## src/hdl/wvs_pkg.sv

```systemverilog
`timescale 1ns / 1ps

package wvs_pkg;

    localparam int A_W       = 18;
    localparam int B_W       = 44;
    localparam int P_W       = A_W + B_W;
    localparam int MAC_W     = 66;
    localparam int T_W       = 37;
    localparam int S_W       = 42;
    localparam int ACC_W     = 48;
    localparam int OUT_W     = 32;
    localparam int T_SHIFT   = 13;
    localparam int S_SHIFT   = 14;
    localparam int ACC_SHIFT = 16;
    localparam int N_STEPS   = 28;
    localparam int STEP_W    = $clog2(N_STEPS);

    typedef struct packed {
        logic signed [31:0] joint_pos_x;
        logic signed [31:0] joint_pos_y;
        logic signed [31:0] joint_pos_z;
        logic signed [15:0] rot_x;
        logic signed [15:0] rot_y;
        logic signed [15:0] rot_z;
        logic signed [15:0] rot_w;
        logic signed [31:0] offset_x;
        logic signed [31:0] offset_y;
        logic signed [31:0] offset_z;
        logic        [16:0] bias;
        logic               is_last;
    } t_in_data;

    typedef struct packed {
        logic signed [31:0] out_x;
        logic signed [31:0] out_y;
        logic signed [31:0] out_z;
    } t_out_data;

    typedef enum logic [2:0] {A_QX, A_QY, A_QZ, A_QW, A_K, A_BIAS} t_a_sel;
    typedef enum logic [3:0] {
        B_OX, B_OY, B_OZ, B_JX, B_JY, B_JZ, B_TX, B_TY, B_TZ, B_S
    } t_b_sel;
    typedef enum logic [1:0] {OP_NONE, OP_LOAD, OP_ADD, OP_SUB} t_op;
    typedef enum logic [2:0] {BASE_T, BASE_S, BASE_AX, BASE_AY, BASE_AZ} t_base;
    typedef enum logic [2:0] {
        WB_NONE, WB_TX, WB_TY, WB_TZ, WB_S, WB_AX, WB_AY, WB_AZ
    } t_wb;

    typedef struct packed {
        t_a_sel a_sel;
        t_b_sel b_sel;
        t_op    op;
        t_base  base;
        t_wb    wb;
    } t_uop;

    typedef struct packed {
        t_op op;
        t_wb wb;
    } t_mac_req;

    function automatic t_uop f_mk(input t_a_sel a, input t_b_sel b, input t_op op,
                                  input t_base base, input t_wb wb);
        t_uop u;
        u.a_sel = a;
        u.b_sel = b;
        u.op    = op;
        u.base  = base;
        u.wb    = wb;
        return u;
    endfunction

    // Microcode: at most one multiply issued per step, accumulated in the following cycle.
    function automatic t_uop f_uop(input logic [STEP_W-1:0] step);
        t_uop u;
        case (step)
            5'd0:  u = f_mk(A_QY,   B_OZ, OP_LOAD, BASE_T,  WB_NONE);
            5'd1:  u = f_mk(A_QZ,   B_OY, OP_SUB,  BASE_T,  WB_TX);
            5'd2:  u = f_mk(A_QZ,   B_OX, OP_LOAD, BASE_T,  WB_NONE);
            5'd3:  u = f_mk(A_QX,   B_OZ, OP_SUB,  BASE_T,  WB_TY);
            5'd4:  u = f_mk(A_QX,   B_OY, OP_LOAD, BASE_T,  WB_NONE);
            5'd5:  u = f_mk(A_QY,   B_OX, OP_SUB,  BASE_T,  WB_TZ);
            5'd6:  u = f_mk(A_QW,   B_TX, OP_LOAD, BASE_S,  WB_NONE);
            5'd7:  u = f_mk(A_QY,   B_TZ, OP_ADD,  BASE_S,  WB_NONE);
            5'd8:  u = f_mk(A_QZ,   B_TY, OP_SUB,  BASE_S,  WB_NONE);
            5'd9:  u = f_mk(A_K,    B_OX, OP_ADD,  BASE_S,  WB_NONE);
            5'd10: u = f_mk(A_K,    B_JX, OP_ADD,  BASE_S,  WB_S);
            5'd12: u = f_mk(A_BIAS, B_S,  OP_LOAD, BASE_AX, WB_AX);
            5'd13: u = f_mk(A_QW,   B_TY, OP_LOAD, BASE_S,  WB_NONE);
            5'd14: u = f_mk(A_QZ,   B_TX, OP_ADD,  BASE_S,  WB_NONE);
            5'd15: u = f_mk(A_QX,   B_TZ, OP_SUB,  BASE_S,  WB_NONE);
            5'd16: u = f_mk(A_K,    B_OY, OP_ADD,  BASE_S,  WB_NONE);
            5'd17: u = f_mk(A_K,    B_JY, OP_ADD,  BASE_S,  WB_S);
            5'd19: u = f_mk(A_BIAS, B_S,  OP_LOAD, BASE_AY, WB_AY);
            5'd20: u = f_mk(A_QW,   B_TZ, OP_LOAD, BASE_S,  WB_NONE);
            5'd21: u = f_mk(A_QX,   B_TY, OP_ADD,  BASE_S,  WB_NONE);
            5'd22: u = f_mk(A_QY,   B_TX, OP_SUB,  BASE_S,  WB_NONE);
            5'd23: u = f_mk(A_K,    B_OZ, OP_ADD,  BASE_S,  WB_NONE);
            5'd24: u = f_mk(A_K,    B_JZ, OP_ADD,  BASE_S,  WB_S);
            5'd26: u = f_mk(A_BIAS, B_S,  OP_LOAD, BASE_AZ, WB_AZ);
            default: u = f_mk(A_QX, B_OX, OP_NONE, BASE_T,  WB_NONE);
        endcase
        return u;
    endfunction

endpackage

```

## src/hdl/wvs_stream_if.sv

```systemverilog
`timescale 1ns / 1ps

interface wvs_stream_if #(
    parameter type t_data = logic
) ();
    logic  valid;
    logic  ready;
    t_data data;

    modport source (output valid, output data, input ready);
    modport sink   (input valid, input data, output ready);
endinterface

```

## src/hdl/wvs_mac.sv

```systemverilog
`timescale 1ns / 1ps

module wvs_mac (
    input  logic                               i_clk,
    input  logic                               i_rst_n,
    input  logic signed [wvs_pkg::A_W-1:0]     i_a,
    input  logic signed [wvs_pkg::B_W-1:0]     i_b,
    input  logic signed [wvs_pkg::MAC_W-1:0]   i_base,
    input  wvs_pkg::t_mac_req                  i_req,
    output logic signed [wvs_pkg::MAC_W-1:0]   o_sum,
    output wvs_pkg::t_wb                       o_wb
);
    import wvs_pkg::*;

    logic signed [P_W-1:0]   r_prod;
    logic signed [MAC_W-1:0] r_base;
    logic signed [MAC_W-1:0] r_acc;
    t_mac_req                r_req;

    logic signed [MAC_W-1:0] w_prod_ext;
    logic        [MAC_W-1:0] w_addend;
    logic        [MAC_W-1:0] w_start;
    logic                    w_sub;
    logic        [MAC_W-1:0] n_acc;

    assign w_prod_ext = {{(MAC_W-P_W){r_prod[P_W-1]}}, r_prod};
    assign w_sub      = (r_req.op == OP_SUB);
    assign w_addend   = w_sub ? ~w_prod_ext : w_prod_ext;
    assign w_start    = (r_req.op == OP_LOAD) ? r_base : r_acc;
    assign n_acc      = w_start + w_addend + {{(MAC_W-1){1'b0}}, w_sub};

    assign o_sum = n_acc;
    assign o_wb  = r_req.wb;

    always_ff @(posedge i_clk) begin
        if (!i_rst_n) begin
            r_req <= '{op: OP_NONE, wb: WB_NONE};
        end else begin
            r_req <= i_req;
        end
    end

    always_ff @(posedge i_clk) begin
        r_prod <= i_a * i_b;
        r_base <= i_base;
        if (r_req.op != OP_NONE) begin
            r_acc <= n_acc;
        end
    end

endmodule

```

## src/hdl/weighted_vertex_skinning_unit.sv

```systemverilog
`timescale 1ns / 1ps

// Weighted vertex skinning unit.
// i_req carries one weight term per request: joint position, joint
// orientation quaternion (Q2.14), local offset, bias (Q1.16) and is_last.
// o_rsp carries the skinned position (Q16.16, saturated) once per vertex,
// after the request marked is_last.
// Each term is worked through one 18x44 multiplier and one accumulator
// under a microcoded sequencer: 24 products over 28 steps. A request is
// taken in the idle state, sequenced through the run steps and finished in
// the finish state, after which i_req.ready returns; the result of a last
// term goes to the output register in its finish step. A new term is not
// taken until the previous one is finished.
// The finished result sits in an output register; the next vertex is worked
// on while it waits. If the receiver still holds the previous result when a
// new one is done, the unit waits in its finish step until o_rsp.ready.
// Reset (synchronous, active low) clears the three position accumulators,
// drops o_rsp.valid and raises i_req.ready.
module weighted_vertex_skinning_unit (
    input  logic         i_clk,
    input  logic         i_rst_n,
    wvs_stream_if.sink   i_req,
    wvs_stream_if.source o_rsp
);
    import wvs_pkg::*;

    typedef enum logic [1:0] {S_IDLE, S_RUN, S_FINISH} t_state;

    t_state                  r_state;
    logic [STEP_W-1:0]       r_step;
    t_in_data                r_in;
    logic signed [T_W-1:0]   r_tx;
    logic signed [T_W-1:0]   r_ty;
    logic signed [T_W-1:0]   r_tz;
    logic signed [S_W-1:0]   r_s;
    logic signed [ACC_W-1:0] r_acc_x;
    logic signed [ACC_W-1:0] r_acc_y;
    logic signed [ACC_W-1:0] r_acc_z;
    logic                    r_out_valid;
    t_out_data               r_out_data;

    t_uop                    w_uop;
    t_mac_req                w_req;
    logic signed [A_W-1:0]   w_a;
    logic signed [B_W-1:0]   w_b;
    logic signed [MAC_W-1:0] w_base;
    logic signed [MAC_W-1:0] w_sum;
    t_wb                     w_wb;
    logic signed [ACC_W-1:0] w_acc_new;
    logic                    w_accept;
    logic                    w_emit;
    t_out_data               w_out;

    function automatic logic signed [ACC_W-1:0] f_sat_acc(
        input logic signed [MAC_W-1:0] v
    );
        logic [MAC_W-ACC_SHIFT-ACC_W:0] top;
        top = v[MAC_W-1:ACC_SHIFT+ACC_W-1];
        if ((top == '0) || (top == '1)) begin
            return v[ACC_SHIFT +: ACC_W];
        end else if (v[MAC_W-1]) begin
            return {1'b1, {(ACC_W-1){1'b0}}};
        end else begin
            return {1'b0, {(ACC_W-1){1'b1}}};
        end
    endfunction

    function automatic logic signed [OUT_W-1:0] f_sat_out(
        input logic signed [ACC_W-1:0] v
    );
        logic [ACC_W-OUT_W:0] top;
        top = v[ACC_W-1:OUT_W-1];
        if ((top == '0) || (top == '1)) begin
            return v[OUT_W-1:0];
        end else if (v[ACC_W-1]) begin
            return {1'b1, {(OUT_W-1){1'b0}}};
        end else begin
            return {1'b0, {(OUT_W-1){1'b1}}};
        end
    endfunction

    assign i_req.ready = (r_state == S_IDLE);
    assign o_rsp.valid = r_out_valid;
    assign o_rsp.data  = r_out_data;

    assign w_accept = i_req.valid && (r_state == S_IDLE);
    assign w_emit   = (r_state == S_FINISH) && r_in.is_last
                      && (!r_out_valid || o_rsp.ready);

    assign w_uop = f_uop(r_step);

    always_comb begin
        if (r_state == S_RUN) begin
            w_req.op = w_uop.op;
            w_req.wb = w_uop.wb;
        end else begin
            w_req.op = OP_NONE;
            w_req.wb = WB_NONE;
        end
    end

    always_comb begin
        case (w_uop.a_sel)
            A_QX:    w_a = {{(A_W-16){r_in.rot_x[15]}}, r_in.rot_x};
            A_QY:    w_a = {{(A_W-16){r_in.rot_y[15]}}, r_in.rot_y};
            A_QZ:    w_a = {{(A_W-16){r_in.rot_z[15]}}, r_in.rot_z};
            A_QW:    w_a = {{(A_W-16){r_in.rot_w[15]}}, r_in.rot_w};
            A_K:     w_a = A_W'(1 << S_SHIFT);
            A_BIAS:  w_a = {{(A_W-17){1'b0}}, r_in.bias};
            default: w_a = '0;
        endcase
    end

    always_comb begin
        case (w_uop.b_sel)
            B_OX:    w_b = {{(B_W-32){r_in.offset_x[31]}}, r_in.offset_x};
            B_OY:    w_b = {{(B_W-32){r_in.offset_y[31]}}, r_in.offset_y};
            B_OZ:    w_b = {{(B_W-32){r_in.offset_z[31]}}, r_in.offset_z};
            B_JX:    w_b = {{(B_W-32){r_in.joint_pos_x[31]}}, r_in.joint_pos_x};
            B_JY:    w_b = {{(B_W-32){r_in.joint_pos_y[31]}}, r_in.joint_pos_y};
            B_JZ:    w_b = {{(B_W-32){r_in.joint_pos_z[31]}}, r_in.joint_pos_z};
            B_TX:    w_b = {{(B_W-T_W){r_tx[T_W-1]}}, r_tx};
            B_TY:    w_b = {{(B_W-T_W){r_ty[T_W-1]}}, r_ty};
            B_TZ:    w_b = {{(B_W-T_W){r_tz[T_W-1]}}, r_tz};
            B_S:     w_b = {{(B_W-S_W){r_s[S_W-1]}}, r_s};
            default: w_b = '0;
        endcase
    end

    // LOAD start values carry the rounding half; the bias step also folds
    // in the running sum, scaled up to line up with the product.
    always_comb begin
        case (w_uop.base)
            BASE_T:  w_base = MAC_W'(1 << (T_SHIFT - 1));
            BASE_S:  w_base = MAC_W'(1 << (S_SHIFT - 1));
            BASE_AX: w_base = {{(MAC_W-ACC_W-ACC_SHIFT){r_acc_x[ACC_W-1]}}, r_acc_x,
                               ACC_SHIFT'(1 << (ACC_SHIFT - 1))};
            BASE_AY: w_base = {{(MAC_W-ACC_W-ACC_SHIFT){r_acc_y[ACC_W-1]}}, r_acc_y,
                               ACC_SHIFT'(1 << (ACC_SHIFT - 1))};
            BASE_AZ: w_base = {{(MAC_W-ACC_W-ACC_SHIFT){r_acc_z[ACC_W-1]}}, r_acc_z,
                               ACC_SHIFT'(1 << (ACC_SHIFT - 1))};
            default: w_base = '0;
        endcase
    end

    wvs_mac u_mac (
        .i_clk   (i_clk),
        .i_rst_n (i_rst_n),
        .i_a     (w_a),
        .i_b     (w_b),
        .i_base  (w_base),
        .i_req   (w_req),
        .o_sum   (w_sum),
        .o_wb    (w_wb)
    );

    assign w_acc_new = f_sat_acc(w_sum);

    always_comb begin
        w_out.out_x = f_sat_out(r_acc_x);
        w_out.out_y = f_sat_out(r_acc_y);
        w_out.out_z = f_sat_out(r_acc_z);
    end

    always_ff @(posedge i_clk) begin
        if (!i_rst_n) begin
            r_state     <= S_IDLE;
            r_step      <= '0;
            r_out_valid <= 1'b0;
            r_acc_x     <= '0;
            r_acc_y     <= '0;
            r_acc_z     <= '0;
        end else begin
            if (w_emit) begin
                r_out_valid <= 1'b1;
            end else if (o_rsp.ready) begin
                r_out_valid <= 1'b0;
            end
            case (r_state)
                S_IDLE: begin
                    if (w_accept) begin
                        r_step  <= '0;
                        r_state <= S_RUN;
                    end
                end
                S_RUN: begin
                    r_step <= r_step + STEP_W'(1);
                    if (r_step == STEP_W'(N_STEPS - 1)) begin
                        r_state <= S_FINISH;
                    end
                end
                S_FINISH: begin
                    if (!r_in.is_last) begin
                        r_state <= S_IDLE;
                    end else if (w_emit) begin
                        r_state <= S_IDLE;
                    end
                end
                default: r_state <= S_IDLE;
            endcase
            if (w_emit) begin
                r_acc_x <= '0;
                r_acc_y <= '0;
                r_acc_z <= '0;
            end else begin
                case (w_wb)
                    WB_AX:   r_acc_x <= w_acc_new;
                    WB_AY:   r_acc_y <= w_acc_new;
                    WB_AZ:   r_acc_z <= w_acc_new;
                    default: ;
                endcase
            end
        end
    end

    always_ff @(posedge i_clk) begin
        if (w_accept) begin
            r_in <= i_req.data;
        end
        if (w_emit) begin
            r_out_data <= w_out;
        end
        case (w_wb)
            WB_TX:   r_tx <= w_sum[T_SHIFT +: T_W];
            WB_TY:   r_ty <= w_sum[T_SHIFT +: T_W];
            WB_TZ:   r_tz <= w_sum[T_SHIFT +: T_W];
            WB_S:    r_s  <= w_sum[S_SHIFT +: S_W];
            default: ;
        endcase
    end

endmodule

```

## src/flat_wrapper.sv

```systemverilog
// flat-port wrapper written by rule: the top's interface ports become plain ports
module weighted_vertex_skinning_unit_flat import wvs_pkg::*;
  (i_clk, i_rst_n, i_req_valid, i_req_data, i_req_ready, o_rsp_valid, o_rsp_data, o_rsp_ready);
  wvs_stream_if #(.t_data(t_in_data)) i_req_i ();
  wvs_stream_if #(.t_data(t_out_data)) o_rsp_i ();
  input  logic i_clk;
  input  logic i_rst_n;
  input wire logic [$bits(i_req_i.valid)-1:0] i_req_valid;
  input wire logic [$bits(i_req_i.data)-1:0] i_req_data;
  output wire logic [$bits(i_req_i.ready)-1:0] i_req_ready;
  output wire logic [$bits(o_rsp_i.valid)-1:0] o_rsp_valid;
  output wire logic [$bits(o_rsp_i.data)-1:0] o_rsp_data;
  input wire logic [$bits(o_rsp_i.ready)-1:0] o_rsp_ready;
  assign i_req_i.valid = i_req_valid;
  assign i_req_i.data = i_req_data;
  assign i_req_ready = i_req_i.ready;
  assign o_rsp_valid = o_rsp_i.valid;
  assign o_rsp_data = o_rsp_i.data;
  assign o_rsp_i.ready = o_rsp_ready;
  weighted_vertex_skinning_unit u_core (.i_clk(i_clk), .i_rst_n(i_rst_n), .i_req(i_req_i), .o_rsp(o_rsp_i));
endmodule
```

## config.mk

```make
export PLATFORM = sky130hd
export DESIGN_NAME = weighted_vertex_skinning_unit_flat
export DESIGN_NICKNAME = d
export VERILOG_FILES = /design/src/hdl/wvs_pkg.sv /design/src/hdl/wvs_stream_if.sv /design/src/hdl/wvs_mac.sv /design/src/hdl/weighted_vertex_skinning_unit.sv /design/src/flat_wrapper.sv
export SDC_FILE = /design/constraint.sdc
export NUM_CORES = 2
export LEC_CHECK = 0
export BUFFER_PORTS_ARGS = -buffer_cell sky130_fd_sc_hd__buf_2
export CORE_MARGIN = 8
export CORE_UTILIZATION = 25
export DETAILED_ROUTE_END_ITERATION = 16
export GPL_ROUTABILITY_DRIVEN = 0
export GPL_TIMING_DRIVEN = 0
export HOLD_SLACK_MARGIN = 0.02
export MAX_ROUTING_LAYER = met4
export SYNTH_ARGS = -nofsm -noshare
export SYNTH_HDL_FRONTEND = slang
export SYNTH_SLANG_ARGS = --single-unit
```

## constraint.sdc

```tcl
create_clock -name i_clk -period 12.25 [get_ports i_clk]
set_input_delay 0.6125 -clock i_clk [delete_from_list [all_inputs] [get_ports i_clk]]
set_output_delay 0.6125 -clock i_clk [all_outputs]
set_load 0.1 [all_outputs]
```

### Yosys cells after proc, flatten, opt, wreduce, memory -nomap -nowiden

Memory sizes are Yosys's and may differ from the RTL's. A register that Yosys moved wholly into a read port is not among the register bits.
Index checks and enable logic that the tools add are counted.

| word-level totals | value |
|---|---|
| register bits after elaboration | 874 |
| bits in read-only memories | 480 |
| bits of input ports | 278 |
| output and inout port bits | 98 |
| logic and storage cells | 122 |
| memories kept | 1 |

| cells by class | value |
|---|---|
| add/subtract/negate cells | 3 |
| multiply operators | 1 |
| equality and inequality tests | 37 |
| muxes and demuxes | 24 |
| bitwise logic cells | 2 |
| reduce and logical (&&, ||, !) cells | 24 |

Memory list:

| name | depth | bits a word | rd ports | clocked after Yosys merged registers in | write ports | RTL line | text |
|---|---|---|---|---|---|---|---|
| (no name shown) | 32 | 15 | 1 | 1 | 0 | wvs_pkg.sv:77 | `case (step)` |

Operators by type and width:

| kind | count |
|---|---|
| $pmux W44 S10 | 1 |
| $pmux W66 S5 | 1 |
| $mux W32 | 6 |
| $mux W66 | 2 |
| $pmux W18 S6 | 1 |
| $mux W48 | 2 |
| $add A66 B1 Y66 | 1 |
| $add A66 B66 Y66 | 1 |
| $not A62 Y66 | 1 |
| $mul A18 B44 Y62 | 1 |
| $eq A17 B17 Y1 const B | 3 |
| $logic_not A17 Y1 | 3 |
| $eq A3 B3 Y1 const B | 8 |
| $eq A3 B2 Y1 const B | 6 |
| $eq A4 B3 Y1 const B | 4 |
| $mux W5 | 3 |
| $pmux W5 S2 | 1 |
| $eq A3 B1 Y1 const B | 3 |
| $logic_not A3 Y1 | 3 |
| $eq A4 B2 Y1 const B | 2 |
| $eq A4 B4 Y1 const B | 2 |
| $mux W2 | 4 |
| $pmux W2 S3 | 1 |
| $reduce_bool A2 Y1 | 3 |
| 18 further kinds | 28 |

### Logic depth before layout (Yosys ltp)

| depth | value |
|---|---|
| depth after elaboration | 7 |
| mapped depth | 33 |
| gate-level depth less buffers | 31 |

### Hierarchy

Synthesis repeated with hierarchy kept, for this count alone.

| unflattened totals | value |
|---|---|
| cell total of the unflattened synthesis | 6062 |
| area total of the unflattened synthesis | 63407.1 µm² |

By module, submodules not included:

| module | times used | cells an instance | area each (µm²) | seq. area each (µm²) |
|---|---|---|---|---|
| wvs_mac | 1 | 4016 | 36398.7 | 4644.5 |
| weighted_vertex_skinning_unit | 1 | 2046 | 27008.4 | 19048.3 |

### Least setup slack after synthesis

No wires, ideal clock.

| timing path | value |
|---|---|
| path kind | reg-to-reg |
| start | register u_core.r_out_valid, in the netlist u_core.o_rsp.valid |
| end | register u_core.r_acc_z[6] |
| setup time | 0.133 ns |
| data arrival time | 9.374 ns |
| data required time | 12.117 ns |
| setup slack | 2.743 ns |
| cell stages (with the launch flop) | 8 |
| buffers on the path | 2 |
| clock period less this slack | 9.507 ns |
| cell sequence | dfxtp_1 -> nor2b_1 -> nor3_1 -> nor2_1 -> clkbuf_1 -> clkbuf_1 -> o21ai_0 -> a21oi_1 |

| between the ends | value |
|---|---|
| word-level cells in the longest chain between the ends | 4 |

Ends and longest elaborated chain:

| what | RTL line | text |
|---|---|---|
| from (decl) | weighted_vertex_skinning_unit.sv:39 | `logic r_out_valid;` |
| from (signal assigned) | weighted_vertex_skinning_unit.sv:169 | `r_out_valid <= 1'b0;` |
| from (signal assigned) | weighted_vertex_skinning_unit.sv:175 | `r_out_valid <= 1'b1;` |
| from (signal assigned) | weighted_vertex_skinning_unit.sv:177 | `r_out_valid <= 1'b0;` |
| $logic_not A1 Y1 | weighted_vertex_skinning_unit.sv:88 | `&& (!r_out_valid \|\| o_rsp.ready);` |
| $logic_or A1 B1 Y1 | weighted_vertex_skinning_unit.sv:88 |  |
| $logic_and A1 B1 Y1 | weighted_vertex_skinning_unit.sv:88 |  |
| net u_core.w_emit | weighted_vertex_skinning_unit.sv:51 | `logic w_emit;` |
| $reduce_or A2 Y1 (no line) | -- |  |
| to (signal assigned) | weighted_vertex_skinning_unit.sv:209 | `WB_AZ: r_acc_z <= w_acc_new;` |
| to (decl) | weighted_vertex_skinning_unit.sv:38 | `logic signed [ACC_W-1:0] r_acc_z;` |

The timed path passes the listed nets, and every way through them passes these cells.
A chain may end at the register's enable or synchronous reset.

### Worst setup path in the final report

| timing path | value |
|---|---|
| start | register, netlist name u_core.w_uop[8] |
| end | register u_core.u_mac.r_prod[60] |

| between the ends | value |
|---|---|
| word-level cells in the longest chain between the ends | 3 |
| elaborated cells on any way between the ends | 12 |
| classes of those cells | mul (1); eq/ne (9); mux (1); reduce/logical (1) |

Ends and longest elaborated chain:

| what | RTL line | text |
|---|---|---|
| $eq A4 B4 Y1, or another cell as far along | weighted_vertex_skinning_unit.sv:115 | `case (w_uop.b_sel)` |
| $pmux W44 S10 * | weighted_vertex_skinning_unit.sv:115 |  |
| $mul A18 B44 Y62 * | wvs_mac.sv:44 | `r_prod <= i_a * i_b;` |
| to (signal assigned) | wvs_mac.sv:44 |  |
| to (decl) | wvs_mac.sv:15 | `logic signed [P_W-1:0] r_prod;` |

Every way passes the cells marked *; elsewhere a longest branch is shown, timed or not.

==> results.sh <==
export IMPL_ant_nets=0
export IMPL_htreeDepth=3
export IMPL_yosysUniqueCellTypes=79
export IMPL_grt_max_degree=111
export IMPL_cp_max_fo=10
export IMPL_cts_setup_buffers=0
export IMPL_cts_sinks=874
export IMPL_syn_inst=5991
export IMPL_yosysSeqAreaShare=0.378
export IMPL_syn_area_sq_mm=0.0618
export IMPL_grt_pass1_vias=50700
export IMPL_synth_fp_nets=7207
export IMPL_layout_min_cycle_time_ns=11.81
export IMPL_ys_ff_latch=874
export IMPL_yosys_area_top_type="edfxtp_1"
export IMPL_synth_warnings=0
export IMPL_drv_cap=0
export IMPL_slew_viol_final=0
export IMPL_num_vias=48900
export IMPL_utilization=0.303
export IMPL_routedWlPerCell_um=22.6
export IMPL_finalHoldViolCount=0
export IMPL_yosysMostFrequentCell="inv_1"
export IMPL_io_pins=376
export IMPL_cts_root_buffer="clkbuf_16"
export IMPL_die_h_um=513
export IMPL_crit_path_end_kind="register"
export IMPL_finalSetupViolCount=0
export IMPL_cts_clk_slew_worst_paths_ns=0.06
export IMPL_async_flop_share=0
export IMPL_synth_top_area_frac=0.286
export IMPL_min_period_over_period=0.964
export IMPL_nets=7999
export IMPL_finClkSkew_ns=0.105
export IMPL_status="finished clean"
export IMPL_critPathMaxStageDelay_ns=1.06
export IMPL_dr_pass1_iters=6
export IMPL_gr_total_overflow=0
export IMPL_drt_iter0_markers=5675
export IMPL_slew_headroom=0.0477
export IMPL_synth_common_cells="inv_1, nand2_1, fa_1"
export IMPL_synthTopCellsByArea="edfxtp_1, fa_1, dfxtp_1"
export IMPL_required_ns=12.94
export IMPL_insertion_delay_ns=0.82
export IMPL_rsz0062_at_grt="false"
export IMPL_synth_main_ff_cell="edfxtp_1"
export IMPL_synth_area_per_cell_sq_um=10.3
export IMPL_slowest_stage="nor3_1"
export IMPL_path_common_cell="fa_1"
export IMPL_pre_cts_slack_ns=-0.0545
export IMPL_fmax_ghz=0.0846
export IMPL_rows=182
export IMPL_worst_pin_slew_ns=1.42
export IMPL_routed_via_density=4.84
export IMPL_crit_arrival_ns=12.51
export IMPL_fin_ws_ns=0.436
export IMPL_io_buffers=375
export IMPL_grt_pass1_wl_um=337000
export IMPL_area_delta_synth_final_pct=20.6
export IMPL_grtUsageTotal=0.174
export IMPL_tritoncts="built"
export IMPL_dp_cells=9627
export IMPL_cts_buffers=98
export IMPL_antenna_found_initial=20
export IMPL_nFillCells=25100
export IMPL_die_area_sq_mm=0.263
export IMPL_core_area_sq_mm=0.246
export IMPL_cts_buffer_depth=3
export IMPL_critPathLaunchType="register"
export IMPL_path_class="register to register"
export IMPL_drc=0
export IMPL_drive_gt1_frac=0.100
export IMPL_wirelength_um=228000
export IMPL_fin_cells=10100
export IMPL_hold_path_class="input port to register"
export IMPL_die_x_um=513
export IMPL_synth_enable_flop_cells=589
export IMPL_initial_utilization=0.251
export IMPL_place_detailed_hpwl_um=179000
## cells in the final DEF, fill, tap and decap left out, drive strengths merged, types with 10 or more instances in the layout
cell type,count
o21bai,32
fa,724
and2,94
or2,12
nand2b,16
xor2,36
xnor2,151
nor2b,20
nor2,310
a31oi,34
a211oi,17
clkbuf,429
a21oi,336
buf,455
ha,214
nor3,40
a22oi,110
edfxtp,589
a22o,37
and3,19
o211ai,14
o21a,117
nor4,15
clkinv,36
nand3,41
a21o,88
inv,913
dfxtp,285
a221oi,34
o21ai,270
diode,11
dlygate4sd3,273
o31ai,10
nand4,77
mux2i,66
and4,20
nand2,843
## flip-flops by register name, indices dropped and copies added (netlist names)
name and cells:
u_core.r_in 274, u_core.o_rsp.data 96, u_core.u_mac.r_acc 66, u_core.u_mac.r_prod 62, u_core.u_mac.r_base 51, u_core.r_acc_x 48
u_core.r_acc_y 48, u_core.r_acc_z 48, u_core.r_s 42, u_core.r_tx 37, u_core.r_ty 37, u_core.r_tz 37
u_core.w_uop 15, u_core.r_step 5, u_core.u_mac.o_wb 3, u_core.r_state 2, u_core.u_mac.r_req 2, u_core.o_rsp.valid 1
## metrics by stage
| step | TNS (ns) | hold WS (ns) | instance area (sq um) |
|---|---|---|---|
| CTS | 0 | 0.0562 | 74500 |
| finish | 0 | 0.103 | 74500 |
| global placement | -336.39 | 0.446 | 67700 |
| floorplan | 0 | 0.437 | 61800 |
| global route | 0 | 0.0849 | 74500 |
| detailed placement | -0.0545 | 0.449 | 68500 |
## worst paths after layout
kind	startpoint	to	slack, ns	cells after the start
worst max-delay path	u_core.w_uop[8]	u_core.u_mac.r_prod[60]	0.44	32
worst min-delay path	i_req_data[0]	u_core.r_in[0]	0.10	1
worst max register to register	u_core.w_uop[8]	u_core.u_mac.r_prod[60]	0.44	32
worst min register to register	u_core.w_uop[2]	u_core.u_mac.o_wb[2]	0.45	1
## what timing repair did
| item | in CTS | in global routing |
|---|---|---|
| gates resized for setup | 1 | 0 |
| endpoints found under the hold margin | 273 | 0 |
| endpoints found under the setup margin | 1 | 0 |
| hold buffers | 273 | 0 |
## kinds of logic (layout without fill, tap and decap cells)
| group | after synthesis | count (layout) | synth area share |
|---|---|---|---|
| other cells | 0 | 11 | 0 |
| mux | 79 | 79 | 0.0143 |
| simple gates | 1529 | 1529 | 0.108 |
| xor+xnor | 187 | 187 | 0.0265 |
| flops | 874 | 874 | 0.378 |
| buf+inv | 1234 | 2112 | 0.0754 |
| compound gates | 1150 | 1150 | 0.119 |
| fa+ha+maj | 938 | 938 | 0.278 |
## worst max-delay path, delay by kind of cell, from the launching register on
| family | cells | cell delay, ns |
|---|---|---|
| fa+ha+maj | 7 | 3.49 |
| buf+inv | 9 | 2.72 |
| simple gates | 7 | 2.60 |
| compound gates | 8 | 2.32 |
| flops | 1 | 0.37 |
| xor+xnor | 1 | 0.16 |
## final cells by class
cell class	count	area, sq um	area share
buffer	327	1260	0.0169
clock buffer	138	2830	0.0380
sequential	874	23400	0.314
timing repair buffer	692	5210	0.0699
tap	3220	4030	0.0540
multi-input combinational	3883	33900	0.455
clock inverter	48	468	0.00628
inverter	907	3410	0.0458
antenna	11	27.5	0.000369
## routing by layer
| layer | part of all wire | GRT usage | vias up |
|---|---|---|---|
| li1 | - | - | 21300 |
| met1 | 0.42 | 0.230 | 24300 |
| met2 | 0.44 | 0.261 | 2635 |
| met3 | 0.097 | 0.0397 | 543 |
| met4 | 0.046 | 0.0639 | 0 |
| met5 | 0 | - | - |
Power is left out: the tool's default activity adds up to more than one toggle a clock period on the data nets, which glitch-free logic cannot reach.
